==> src/rtl/bole_pkg.sv <==
`default_nettype none

package bole_pkg;

   localparam int DEPTH_DEFAULT = 16;
   localparam int VALUE_W       = 32;
   localparam int POS_W         = 8;

   // operation codes of an input item
   localparam logic [1:0] OP_INS_FRONT = 2'd0;
   localparam logic [1:0] OP_INS_END   = 2'd1;
   localparam logic [1:0] OP_DELETE    = 2'd2;
   localparam logic [1:0] OP_READ_ALL  = 2'd3;

   // result status codes
   localparam logic [1:0] ST_OK     = 2'd0;
   localparam logic [1:0] ST_FULL   = 2'd1;
   localparam logic [1:0] ST_EMPTY  = 2'd2;
   localparam logic [1:0] ST_BADPOS = 2'd3;

endpackage

`default_nettype wire

==> src/rtl/bole_ram.sv <==
`default_nettype none

module bole_ram #(
   parameter int WIDTH = 32,
   parameter int DEPTH = 16
) (
   input  wire logic                     clock,
   input  wire logic                     wr_en,
   input  wire logic [$clog2(DEPTH)-1:0] wr_addr,
   input  wire logic [WIDTH-1:0]         wr_data,
   input  wire logic [$clog2(DEPTH)-1:0] rd_addr,
   output logic      [WIDTH-1:0]         rd_data
);

   logic [WIDTH-1:0] mem [DEPTH];

   always_ff @(posedge clock) begin
      if (wr_en) begin
         mem[wr_addr] <= wr_data;
      end
      rd_data <= mem[rd_addr];
   end

endmodule

`default_nettype wire

==> src/rtl/bounded_ordered_list_engine_unit.sv <==
// Ordered list of up to DEPTH signed 32-bit values, kept as a circular buffer
// (head pointer plus entry count) in a single-port-write, single-port-read RAM.
// Input channel req_*: op selects insert front, insert end, delete at a 1-based
// position, or read all; value and position are used by the ops that need them.
// Result channel rsp_*: inserts and deletes give one item; read-all gives one
// item per entry in list order, or one item with status empty for an empty list.
// rsp_last marks the final item caused by each request.
// Sequencing (one request at a time, req_ready only while idle):
//   insert front/end: RAM write in S_EXEC, result through S_FINISH
//   delete at position p: one RAM read (S_DEL_RD) and one write (S_DEL_WR)
//   per moved entry through the shared address adder
//   read-all: one entry per cycle while the receiver is ready, paced by the
//   registered RAM read
// The result register lets the next request be accepted while the last result
// still waits. A stalled receiver holds the sequencer at its next result.
// Reset empties the list (count and head cleared); RAM contents are not cleared.
`default_nettype none

module bounded_ordered_list_engine_unit #(
   parameter int DEPTH = bole_pkg::DEPTH_DEFAULT
) (
   input  wire logic                             clock,
   input  wire logic                             reset,
   input  wire logic                             req_valid,
   output logic                                  req_ready,
   input  wire logic [1:0]                       req_op,
   input  wire logic signed [bole_pkg::VALUE_W-1:0] req_value,
   input  wire logic [bole_pkg::POS_W-1:0]       req_position,
   output logic                                  rsp_valid,
   input  wire logic                             rsp_ready,
   output logic signed [bole_pkg::VALUE_W-1:0]   rsp_entry_value,
   output logic [$clog2(DEPTH+1)-1:0]            rsp_entry_index,
   output logic [1:0]                            rsp_status,
   output logic [$clog2(DEPTH+1)-1:0]            rsp_entry_count,
   output logic                                  rsp_last
);

   localparam int PTR_W = $clog2(DEPTH);
   localparam int CNT_W = $clog2(DEPTH + 1);
   localparam int SUM_W = CNT_W + 1;
   localparam int CMP_W = (CNT_W > bole_pkg::POS_W) ? CNT_W : bole_pkg::POS_W;
   localparam int VW    = bole_pkg::VALUE_W;

   typedef enum logic [2:0] {
      S_IDLE,
      S_EXEC,
      S_DEL_RD,
      S_DEL_WR,
      S_STREAM,
      S_FINISH
   } state_type;

   state_type state_ff, state_in;

   logic [PTR_W-1:0] head_ff, head_in;
   logic [CNT_W-1:0] count_ff, count_in;
   logic [CNT_W-1:0] idx_ff, idx_in;
   logic [1:0]       op_ff, op_in;
   logic [VW-1:0]    value_ff, value_in;
   logic [bole_pkg::POS_W-1:0] pos_ff, pos_in;
   logic [1:0]       status_ff, status_in;

   logic             rsp_valid_ff, rsp_valid_in;
   logic [VW-1:0]    rsp_value_ff, rsp_value_in;
   logic [CNT_W-1:0] rsp_index_ff, rsp_index_in;
   logic [1:0]       rsp_status_ff, rsp_status_in;
   logic [CNT_W-1:0] rsp_count_ff, rsp_count_in;
   logic             rsp_last_ff, rsp_last_in;

   logic             out_free;
   logic             full;
   logic             pos_bad;
   logic [CMP_W-1:0] pos_wide;
   logic [CNT_W-1:0] del_offset;
   logic [PTR_W-1:0] head_dec;
   logic [CNT_W-1:0] offset;
   logic [SUM_W-1:0] sum;
   logic [PTR_W-1:0] addr;
   logic [CNT_W-1:0] idx_next;

   logic             ram_we;
   logic [PTR_W-1:0] ram_waddr;
   logic [VW-1:0]    ram_wdata;
   logic [VW-1:0]    ram_rdata;

   assign out_free   = !rsp_valid_ff || rsp_ready;
   assign full       = (count_ff == CNT_W'(DEPTH));
   assign pos_wide   = CMP_W'(pos_ff);
   assign pos_bad    = (pos_ff == '0) || (pos_wide > CMP_W'(count_ff));
   assign del_offset = CNT_W'(pos_wide - CMP_W'(1));
   assign head_dec   = (head_ff == '0) ? PTR_W'(DEPTH - 1) : head_ff - PTR_W'(1);
   assign idx_next   = idx_ff + CNT_W'(1);

   // shared address unit: head plus logical offset, wrapped once
   assign sum  = SUM_W'(head_ff) + SUM_W'(offset);
   assign addr = (sum >= SUM_W'(DEPTH)) ? PTR_W'(sum - SUM_W'(DEPTH)) : PTR_W'(sum);

   always_comb begin
      state_in      = state_ff;
      head_in       = head_ff;
      count_in      = count_ff;
      idx_in        = idx_ff;
      op_in         = op_ff;
      value_in      = value_ff;
      pos_in        = pos_ff;
      status_in     = status_ff;
      rsp_valid_in  = rsp_valid_ff && !rsp_ready;
      rsp_value_in  = rsp_value_ff;
      rsp_index_in  = rsp_index_ff;
      rsp_status_in = rsp_status_ff;
      rsp_count_in  = rsp_count_ff;
      rsp_last_in   = rsp_last_ff;
      offset        = idx_ff;
      ram_we        = 1'b0;
      ram_waddr     = addr;
      ram_wdata     = value_ff;

      case (state_ff)
         S_IDLE: begin
            if (req_valid) begin
               op_in    = req_op;
               value_in = req_value;
               pos_in   = req_position;
               state_in = S_EXEC;
            end
         end
         S_EXEC: begin
            status_in = bole_pkg::ST_OK;
            state_in  = S_FINISH;
            case (op_ff)
               bole_pkg::OP_INS_FRONT: begin
                  if (full) begin
                     status_in = bole_pkg::ST_FULL;
                  end else begin
                     ram_we    = 1'b1;
                     ram_waddr = head_dec;
                     head_in   = head_dec;
                     count_in  = count_ff + CNT_W'(1);
                  end
               end
               bole_pkg::OP_INS_END: begin
                  offset = count_ff;
                  if (full) begin
                     status_in = bole_pkg::ST_FULL;
                  end else begin
                     ram_we   = 1'b1;
                     count_in = count_ff + CNT_W'(1);
                  end
               end
               bole_pkg::OP_DELETE: begin
                  if (count_ff == '0) begin
                     status_in = bole_pkg::ST_EMPTY;
                  end else if (pos_bad) begin
                     status_in = bole_pkg::ST_BADPOS;
                  end else if (del_offset == count_ff - CNT_W'(1)) begin
                     // tail entry: nothing to move
                     count_in = count_ff - CNT_W'(1);
                  end else begin
                     idx_in   = del_offset;
                     state_in = S_DEL_RD;
                  end
               end
               default: begin
                  // read all: present the first entry's address now
                  offset = '0;
                  if (count_ff == '0) begin
                     status_in = bole_pkg::ST_EMPTY;
                  end else begin
                     idx_in   = '0;
                     state_in = S_STREAM;
                  end
               end
            endcase
         end
         S_DEL_RD: begin
            offset   = idx_next;
            state_in = S_DEL_WR;
         end
         S_DEL_WR: begin
            ram_we    = 1'b1;
            ram_wdata = ram_rdata;
            idx_in    = idx_next;
            if (SUM_W'(idx_ff) + SUM_W'(2) >= SUM_W'(count_ff)) begin
               count_in = count_ff - CNT_W'(1);
               state_in = S_FINISH;
            end else begin
               state_in = S_DEL_RD;
            end
         end
         S_STREAM: begin
            // hold the read address until the output register takes the entry
            if (out_free) begin
               offset        = idx_next;
               rsp_valid_in  = 1'b1;
               rsp_value_in  = ram_rdata;
               rsp_index_in  = idx_next;
               rsp_status_in = bole_pkg::ST_OK;
               rsp_count_in  = count_ff;
               rsp_last_in   = (idx_next == count_ff);
               idx_in        = idx_next;
               if (idx_next == count_ff) begin
                  state_in = S_IDLE;
               end
            end
         end
         S_FINISH: begin
            if (out_free) begin
               rsp_valid_in  = 1'b1;
               rsp_value_in  = '0;
               rsp_index_in  = '0;
               rsp_status_in = status_ff;
               rsp_count_in  = count_ff;
               rsp_last_in   = 1'b1;
               state_in      = S_IDLE;
            end
         end
         default: begin
            state_in = S_IDLE;
         end
      endcase
   end

   always_ff @(posedge clock) begin
      if (reset) begin
         state_ff     <= S_IDLE;
         head_ff      <= '0;
         count_ff     <= '0;
         rsp_valid_ff <= 1'b0;
      end else begin
         state_ff     <= state_in;
         head_ff      <= head_in;
         count_ff     <= count_in;
         rsp_valid_ff <= rsp_valid_in;
      end
      idx_ff        <= idx_in;
      op_ff         <= op_in;
      value_ff      <= value_in;
      pos_ff        <= pos_in;
      status_ff     <= status_in;
      rsp_value_ff  <= rsp_value_in;
      rsp_index_ff  <= rsp_index_in;
      rsp_status_ff <= rsp_status_in;
      rsp_count_ff  <= rsp_count_in;
      rsp_last_ff   <= rsp_last_in;
   end

   bole_ram #(
      .WIDTH (VW),
      .DEPTH (DEPTH)
   ) u_ram (
      .clock   (clock),
      .wr_en   (ram_we),
      .wr_addr (ram_waddr),
      .wr_data (ram_wdata),
      .rd_addr (addr),
      .rd_data (ram_rdata)
   );

   assign req_ready       = (state_ff == S_IDLE);
   assign rsp_valid       = rsp_valid_ff;
   assign rsp_entry_value = rsp_value_ff;
   assign rsp_entry_index = rsp_index_ff;
   assign rsp_status      = rsp_status_ff;
   assign rsp_entry_count = rsp_count_ff;
   assign rsp_last        = rsp_last_ff;

   a_count_bound: assert property (@(posedge clock) disable iff (reset)
      count_ff <= CNT_W'(DEPTH))
      else $error("entry count above depth");

   a_head_bound: assert property (@(posedge clock) disable iff (reset)
      SUM_W'(head_ff) < SUM_W'(DEPTH))
      else $error("head pointer out of range");

   a_busy_after_accept: assert property (@(posedge clock) disable iff (reset)
      req_valid && req_ready |=> !req_ready)
      else $error("request taken while busy");

   a_index_in_list: assert property (@(posedge clock) disable iff (reset)
      rsp_valid && (rsp_entry_index != '0) |->
         (rsp_status == bole_pkg::ST_OK) && (rsp_entry_index <= rsp_entry_count))
      else $error("read-out index outside list");

   a_last_at_count: assert property (@(posedge clock) disable iff (reset)
      rsp_valid && (rsp_entry_index != '0) && (rsp_entry_index == rsp_entry_count)
         |-> rsp_last)
      else $error("final entry not marked last");

endmodule

`default_nettype wire

==> config.mk <==
export PLATFORM = sky130hd
export DESIGN_NAME = bounded_ordered_list_engine_unit
export DESIGN_NICKNAME = d
export VERILOG_FILES = /design/src/rtl/bole_pkg.sv /design/src/rtl/bole_ram.sv /design/src/rtl/bounded_ordered_list_engine_unit.sv
export SDC_FILE = /design/constraint.sdc
export NUM_CORES = 1
export LEC_CHECK = 0
export ABC_CLOCK_PERIOD_IN_PS = 7700
export BUFFER_PORTS_ARGS = -buffer_cell sky130_fd_sc_hd__buf_2
export CAP_MARGIN = 0
export CELL_PAD_IN_SITES_DETAIL_PLACEMENT = 0
export CELL_PAD_IN_SITES_GLOBAL_PLACEMENT = 2
export CORE_MARGIN = 2
export CORE_UTILIZATION = 28
export CTS_CLUSTER_DIAMETER = 50
export DETAILED_ROUTE_END_ITERATION = 12
export PLACE_DENSITY_LB_ADDON = 0.1
export SLEW_MARGIN = 20
export SYNTH_ARGS = -nofsm -noshare
export SYNTH_HDL_FRONTEND = slang
export SYNTH_HIERARCHICAL = 1
export SYNTH_SLANG_ARGS = --single-unit
==> constraint.sdc <==
create_clock -name clock -period 7.7 [get_ports clock]
set_input_delay 0.385 -clock clock [delete_from_list [all_inputs] [get_ports clock]]
set_output_delay 0.385 -clock clock [all_outputs]
set_load 0.01 [all_outputs]
==> metrics <==
critical path arrival 5570 ps; Reg2Reg Setup Slack 2410 ps; max frequency 0.189 GHz; Port Buf Inserts between 90 and 100; largest net degree at the start of global routing 63; number of synthesized register bits about 650; H-tree depth 3; Fill cells roughly 8400; vias in the first global route 13913; period utilisation layout between 60% and 70%; post-cts resize count 0; ant diodes 0; Root Buffer clkbuf_16; Async SR Flop Fraction 0%; Reg clk slew, reported paths around 50 ps; initial DRC count between 900 and 1000; Top Ports a little over 90; Routed Wire Length 65.2 mm; layout cells sized above 1 a little over a quarter; largest area contributor in the synthesized netlist edfxtp_1; RR Startpoint state_ff[0]; Via density 4.65; pwr/cell area 372 nW/um2; die span in x 304 um; Layout Area Growth over Synthesis 22.3%; Routability Congestion around 0.73; top cell type's share of synthesized area a little over 70%; top-count cell post-synth edfxtp_1; Hold Crit Depth 2; worst min path class in -> reg; Nets about 1600; Total Die Area ~92000 um2; Final Hold Viols 0; setup_tns 0 ps; most common flop cell mapped by yosys edfxtp_1; Max Slew Vio Count 0; RSZ-0062 raised after global routing no; CTS sink cnt ~650; RR Endpoint u_ram/mem[13][17]; Netlist Area Pre-Place about 25000 um2; Finish-stage setup viols 0; fin crit period around 5300 ps; max_cap viols 0; CP Launch Type flip-flop; Final Cell Area about 31000 um2; VDD IR max around 200 uV; Multi-input gate area 5890 um2; first-pass GRT wire length about 96 mm; Worst-Margin Slew around 1100 ps; clk_skew roughly 22 ps; clock latency on the worst-skew pair between 600 and 700 ps; crit path max fanout 20; crit end category flip-flop; Vias 12885; status finished, final reports clean; DR DRC count 0; average wire per standard cell between 20 and 25 um; global route overflow 0; hold path start reset; Yosys warnings 6; drt pass-1 iters 7; register area share after synthesis between 70% and 80%; reg2reg path depth 11; core area about 89000 um2; DP HPWL between 30 and 40 mm; die height between 300 and 400 um; post-synthesis net count between 1000 and 1500; main area contributors after synthesis edfxtp_1 (72%), mux4_2 (11%), dfxtp_1 (3.6%), nand2_1 (2.2%), a22oi_1 (2.0%); number of synthesized flops with an enable pin between 600 and 700; clock buffer depth 3; critical path type reg -> reg; most frequent cells after synthesis edfxtp_1 (606), nand2_1 (148), mux4_2 (128); TritonCTS clock tree built; Synth cell types 60; Num CTS Buffers 92; gr usage total between 10% and 20%; Final ANT Viol Nets 0; cells after synthesis 1333; Leak roughly 0.010 uW; Reg area 19100 um2; max_slew headroom 28.7%; Initial Utilization around 28%; hold slack between 150 and 200 ps; CP required between 7000 and 8000 ps; Hold Path Sink count_ff[1]; Syn Area/Cell about 19 um2; row count roughly 110; antenna violations before repair 0; placed cell area ~27000 um2
==> critical path, cell delays in order, from the launching register on <==
cell	delay [ps]
dfxtp_1	560
nor2b_2	400
nand2b_2	160
nor3b_1	520
a22oi_1	150
o21ai_1	190
ha_4	180
fa_4	790
o21a_1	380
nand2b_1	380
nor2_4	730
buf_4	460
==> registers in the layout (all words and copies together) (netlist names) <==
name and cells:
rsp_valid 1, status_ff 2, idx_ff 5, state_ff 3, value_ff 32, head_ff 4, rsp_entry_count 5, op_ff 2
rsp_entry_value 32, rsp_status 2, pos_ff 8, u_ram/rd_data 32, rsp_entry_index 5, u_ram/mem 512, rsp_last 1, count_ff 5
==> worst max-delay path by stage <==
stage / from / end / slack (ps) / cells past startpoint
final: state_ff[0] / u_ram/mem[13][17] / 2410 / 11
after global routing: state_ff[0] / u_ram/mem[15][20] / 1990 / 13
after CTS: state_ff[0] / u_ram/mem[13][23] / 2390 / 11
after detailed placement: state_ff[0] / u_ram/mem[13][20] / 2420 / 11
after global placement: state_ff[0] / u_ram/mem[5][24] / 2520 / 11
after floorplan: state_ff[2] / u_ram/mem[0][0] / 2240 / 14
==> per-layer routing <==
layer | track usage [%] | wire length [um]
met1 | 19.2 | 29700
met2 | 23.4 | 31500
met3 | 2.74 | 2710
met4 | 4.28 | 1280
met5 | 0 | 0
==> where the power goes <==
| group | total, uW | switching (uW) | internal, uW | leakage, uW |
|---|---|---|---|---|
| logic | 2760 | 1660 | 1100 | 0.00283 |
| registers | 4430 | 124 | 4310 | 0.00586 |
| clock network | 4260 | 1580 | 2680 | 0.00151 |
| total | 11500 | 3360 | 8090 | 0.0102 |
==> layout make-up <==
cell class,instances,area share [%]
clock buffers,114,8.08
clock inverters,56,2.09
flip-flops and latches,651,62.0
inverters,16,0.195
repair buffers,166,3.72
multi-input cells,601,19.1
well taps,1165,4.74
==> metrics by stage <==
stage / utilization, % / power, uW / std cells / setup slack, ps
after floorplan: - / 6330 / 1333 / 2240
after global placement: 30.7 / 7360 / 2557 / 2520
after detailed placement: 30.7 / 7340 / 2557 / 2420
after CTS: 34.7 / 11700 / 2769 / 2390
after global routing: 34.7 / 12000 / 2769 / 1990
final: 34.7 / 11500 / 2769 / 2410
==> cells by family after synthesis <==
kind of cell	Yosys count	synth area share (%)
xor gates and xnor gates	28	1.03
DFF	651	75.9
and+or+nand+nor	279	5.08
buffers and inverters	81	1.43
adders and majority gates	21	1.07
AOI/OAI and AO/OA	142	3.96
muxes	131	11.6
==> layout by cell type, fill, tap and decap left out, types with 6 or more instances in the layout <==
cell type and instances:
dlygate4sd3_1 42, a21oi_1 21, a22oi_1 66, clkinv_2 11, inv_6 7, nand2_1 148, edfxtp_1 606, o21ai_1 11
nand3_1 8, inv_1 15, o21ai_0 8, clkinv_1 8, xor2_1 8, clkinv_4 7, nor3_1 6, buf_4 30
clkbuf_8 6, nor2_4 14, clkbuf_16 94, xnor2_1 18, buf_2 92, bufinv_16 11, clkbuf_1 14, ha_1 19
nand2b_1 11, nor2_1 26, dfxtp_1 45, and2_1 34, clkinvlp_4 9, mux4_2 128
==> repair_timing <==
| item | CTS | global route |
|---|---|---|
| hold endpoints to repair | 42 | 0 |
| buffers inserted | 0 | 0 |
| hold buffers | 42 | 0 |
| endpoints found under the setup margin | 0 | 0 |
Power figures use the tool's default switching activity.
